`config.mk`:
```
export PLATFORM = sky130hd
export DESIGN_NAME = fba_ram
export DESIGN_NICKNAME = d
export VERILOG_FILES = /design/src/rtl/assert_macros.svh /design/src/rtl/fba_ram.sv
export SDC_FILE = /design/constraint.sdc
export NUM_CORES = 2
export LEC_CHECK = 0
export BUFFER_PORTS_ARGS = -buffer_cell sky130_fd_sc_hd__buf_4
export CAP_MARGIN = 10
export CORE_ASPECT_RATIO = 1.4
export CORE_MARGIN = 2
export CORE_UTILIZATION = 39
export DETAILED_ROUTE_END_ITERATION = 8
export GPL_TIMING_DRIVEN = 0
export SYNTH_ARGS = -nofsm -noshare
export SYNTH_HDL_FRONTEND = slang
export SYNTH_SLANG_ARGS = --single-unit
```
`constraint.sdc`:
```
create_clock -name clk -period 9.6 [get_ports clk]
set_input_delay 2.88 -clock clk [delete_from_list [all_inputs] [get_ports clk]]
set_output_delay 2.88 -clock clk [all_outputs]
set_load 0.005 [all_outputs]
```
`src/rtl/assert_macros.svh`:
```
// Assertion macros used by the frame allocator RTL.
`ifndef ASSERT_MACROS_SVH
`define ASSERT_MACROS_SVH

// Check a condition at every clock edge outside reset.
`define FBA_ASSERT(label, cond, msg) \
  label: assert property (@(posedge clk) disable iff (rst) (cond)) else $error(msg);

// Check that an antecedent implies a consequent in the same cycle.
`define FBA_ASSERT_IMP(label, ante, cons, msg) \
  label: assert property (@(posedge clk) disable iff (rst) (ante) |-> (cons)) else $error(msg);

`endif

```
`src/rtl/fba_ram.sv`:
```
// Generic simple dual-port RAM with registered read.
module fba_ram #(
  parameter int unsigned WIDTH = 32,
  parameter int unsigned DEPTH = 64
) (
  input  logic                     clk,
  input  logic                     we,
  input  logic [$clog2(DEPTH)-1:0] waddr,
  input  logic [WIDTH-1:0]         wdata,
  input  logic [$clog2(DEPTH)-1:0] raddr,
  output logic [WIDTH-1:0]         rdata
);

  logic [WIDTH-1:0] mem [DEPTH];

  // Write port and registered read port
  always_ff @(posedge clk) begin
    if (we) mem[waddr] <= wdata;
    rdata <= mem[raddr];
  end

endmodule

```
==> out/results.tsv <==
metric	value	unit
status	completed	
Final Non-Filler Cells	6489	
post-synthesis compound-gate area fraction	1.67	%
HPWL after detailed placement	157	mm
maximum buffer depth of the clock tree	3	
VDD IR max	0.000178	V
RSZ-0062 raised after global routing	false	
synth unique cells	34	
Worst R2R Start	mem[14][22]	
register-to-register setup slack	6770	ps
Starting Density	39.3	%
Mean Syn Cell Area	23.6	sq um
Crit path max-delay family	buffers and inverters	
asr flop ratio synth	0	%
CP required	10270	ps
CP max FO	10	
I/O Buffers	69	
Cell Chain, Critical Path	buf_2, buf_2, buf_2, buf_1, nand3b_1, o221ai_1, a21oi_1, a21oi_1, nor2_1	
CP endpoint	rdata[9]	
synth top area cells	edfxtp_1 (78%), mux4_2 (16%), mux2i_1 (1.2%)	
share of layout cells above drive strength 1	29.7	%
placed cell count	6122	
main combinational cell family by area after synthesis	multiplexers	
Main synth FF type	edfxtp_1	
type of origin of the critical path	primary input	
Synth Area in XOR/XNOR	0	%
Post-CTS Hold Fix Bufs	0	
DRC viols	0	
commonest cells after routing, fill and taps aside	edfxtp_1 (2048), mux4_2 (544), clkbuf_16 (198), clkbuf_1 (101), buf_4 (94)	
Max Fclk	158	MHz
commonest non-fill, non-tap cell in the layout	edfxtp_1	
area grow syn2layout	15.8	%
initial antenna violation count	19	
worst-skew pair later-pin latency	870	ps
via count	38300	
GP Congestion	0.984	
vias per cell	5.90	
post-synthesis adder-cell area fraction	0	%
Leak	28.0	nW
vias in the first global route	38500	
Core Area	0.200	sq mm
first-pass GRT wire length	322	mm
CTS H-tree depth	4	
IO Count	78	
Total Nets Final	3719	
skew final	24.8	ps
Clock Root Buffer	clkbuf_16	
mux share of post-synthesis cell area	16.8	%
total wire length	240	mm
ANT nets after route	0	
register area share after synthesis	79.1	%
Clk pin slew, worst setup/hold paths	60	ps
#FFs+latches synth	2080	
cts bufs inserted	194	
final core occ	45.5	%
Setup-failing EPs final	0	
Syn. warnings	0	
grt total ovfl	0	
HP Start	mem[13][4]	
Pwr per Cell Area	210	mW/mm^2
cts repair resizes	0	
worst-case reg-to-reg path depth	4	
Synth Instances	3324	
die span in x	383	microns
TritonRoute pass-1 iters	6	
CP Buf/Inv Count	4	
critical path depth	9	
largest net degree at the start of global routing	65	
slowest cell on the critical path	buf_1	
Initial DRC Count	4952	
Final Hold Viols	0	
final period utilization	66.1	%
fillers	16300	
Post-synth EDFFs	2048	
crit-path max cell delay	840	ps
Worst Setup SP	raddr[1]	
clock sink total	2080	
simple-gate share of the synthesized area	1.27	%
die area	0.205	sq mm
Worst slew margin	8.33	%
TritonCTS clock tree	done	
max-slew violation count	0	
CP Data Arrival Time	7010	ps
Global Route Usage Sum	23.3	%
max cap viols	0	
Syn Std Cell Area	0.0785	sq mm
CP dominant cell by count	buf_2	
Vert. Die Dim	535	microns
Worst setup EP type	register	
Tmin final	6340	ps
Min-Delay Path Depth	4	
share of the synthesized area in the top cell type	78.3	%
Site Rows	194	
Crit Path Category	in2reg	
syn_nets	3370	
slew at the pin with the worst max-slew slack	1370	ps
routed length per instance	36.9	microns
Setup Buffers After CTS	0	
worst hold path type	reg2reg	
cell taking the most area after synthesis	edfxtp_1	
Worst R2R End	rdata[22]	
==> worst register-to-register path: stages, from the launching register on <==
cell	delay, ps
edfxtp_1	360
mux4_2	490
mux4_2	600
o22ai_1	940
nor2_1	250
==> layout make-up <==
type	count	area [sq um]	area share, %
clock buffers	226	5060	5.57
repair buffers	153	2160	2.38
multi-input cells	1062	16000	17.6
clock inverters	130	1360	1.49
flip-flops and latches	2080	62100	68.4
well taps	2646	3310	3.64
plain buffers	182	888	0.977
diodes	10	25.0	0.0275
==> routing by layer <==
metal / wire, microns / part of all wire [%] / track usage (%)
met5: 74 / 0.031 / 0.0938
met4: 14100 / 5.9 / 12.2
met3: 19400 / 8.1 / 5.07
met2: 121000 / 51 / 39.6
met1: 84600 / 35 / 27.9
==> kinds of logic after synthesis <==
kind of cell	Yosys count
mux	637
buf+inv	182
compound gates	202
simple gates	223
flops	2080
==> synth_stat cells (7+ instances only) <==
library cell	n
edfxtp_1	2048
mux4_2	544
nor2_1	137
mux2i_1	93
o22ai_1	84
clkbuf_1	74
a21oi_1	62
buf_2	57
dfxtp_1	32
o221ai_1	27
nand2_1	26
buf_4	25
buf_1	21
nor2b_1	15
a22oi_1	12
a311oi_1	8
nand2b_1	8
nor3_1	7
==> report_power, final <==
part / switching [W] / internal, W / total, W
combinational: 0.000741 / 0.000358 / 0.00110
sequential: 0.0000206 / 0.0101 / 0.0101
clock: 0.00342 / 0.00445 / 0.00787
==> sequential cells by signal, indices dropped and copies added (netlist names) <==
register / flops
mem: 2048
rdata: 32
==> how the worst min path moves through the flow <==
stage | slack (ps) | endpoint
after global placement | 1020 | rdata[20]
final | 1080 | rdata[4]
after detailed placement | 1010 | rdata[8]
after floorplan | 660 | rdata[17]
after CTS | 1020 | rdata[8]
after global routing | 1140 | rdata[8]
==> stage by stage <==
stage | hold slack [ps] | total power, W | cell area, sq um | TNS [ps] | worst slack (ps)
floorplan | 663 | 0.0108 | 78500 | 0 | 3560
global placement | 1020 | 0.0113 | 82300 | -23250 | -422
detailed placement | 1010 | 0.0114 | 84500 | 0 | 2560
CTS | 1020 | 0.0191 | 90900 | 0 | 3430
global route | 1140 | 0.0195 | 90900 | 0 | 3200
finish | 1080 | 0.0190 | 90900 | 0 | 3260
(Power assumes the default switching activity.)
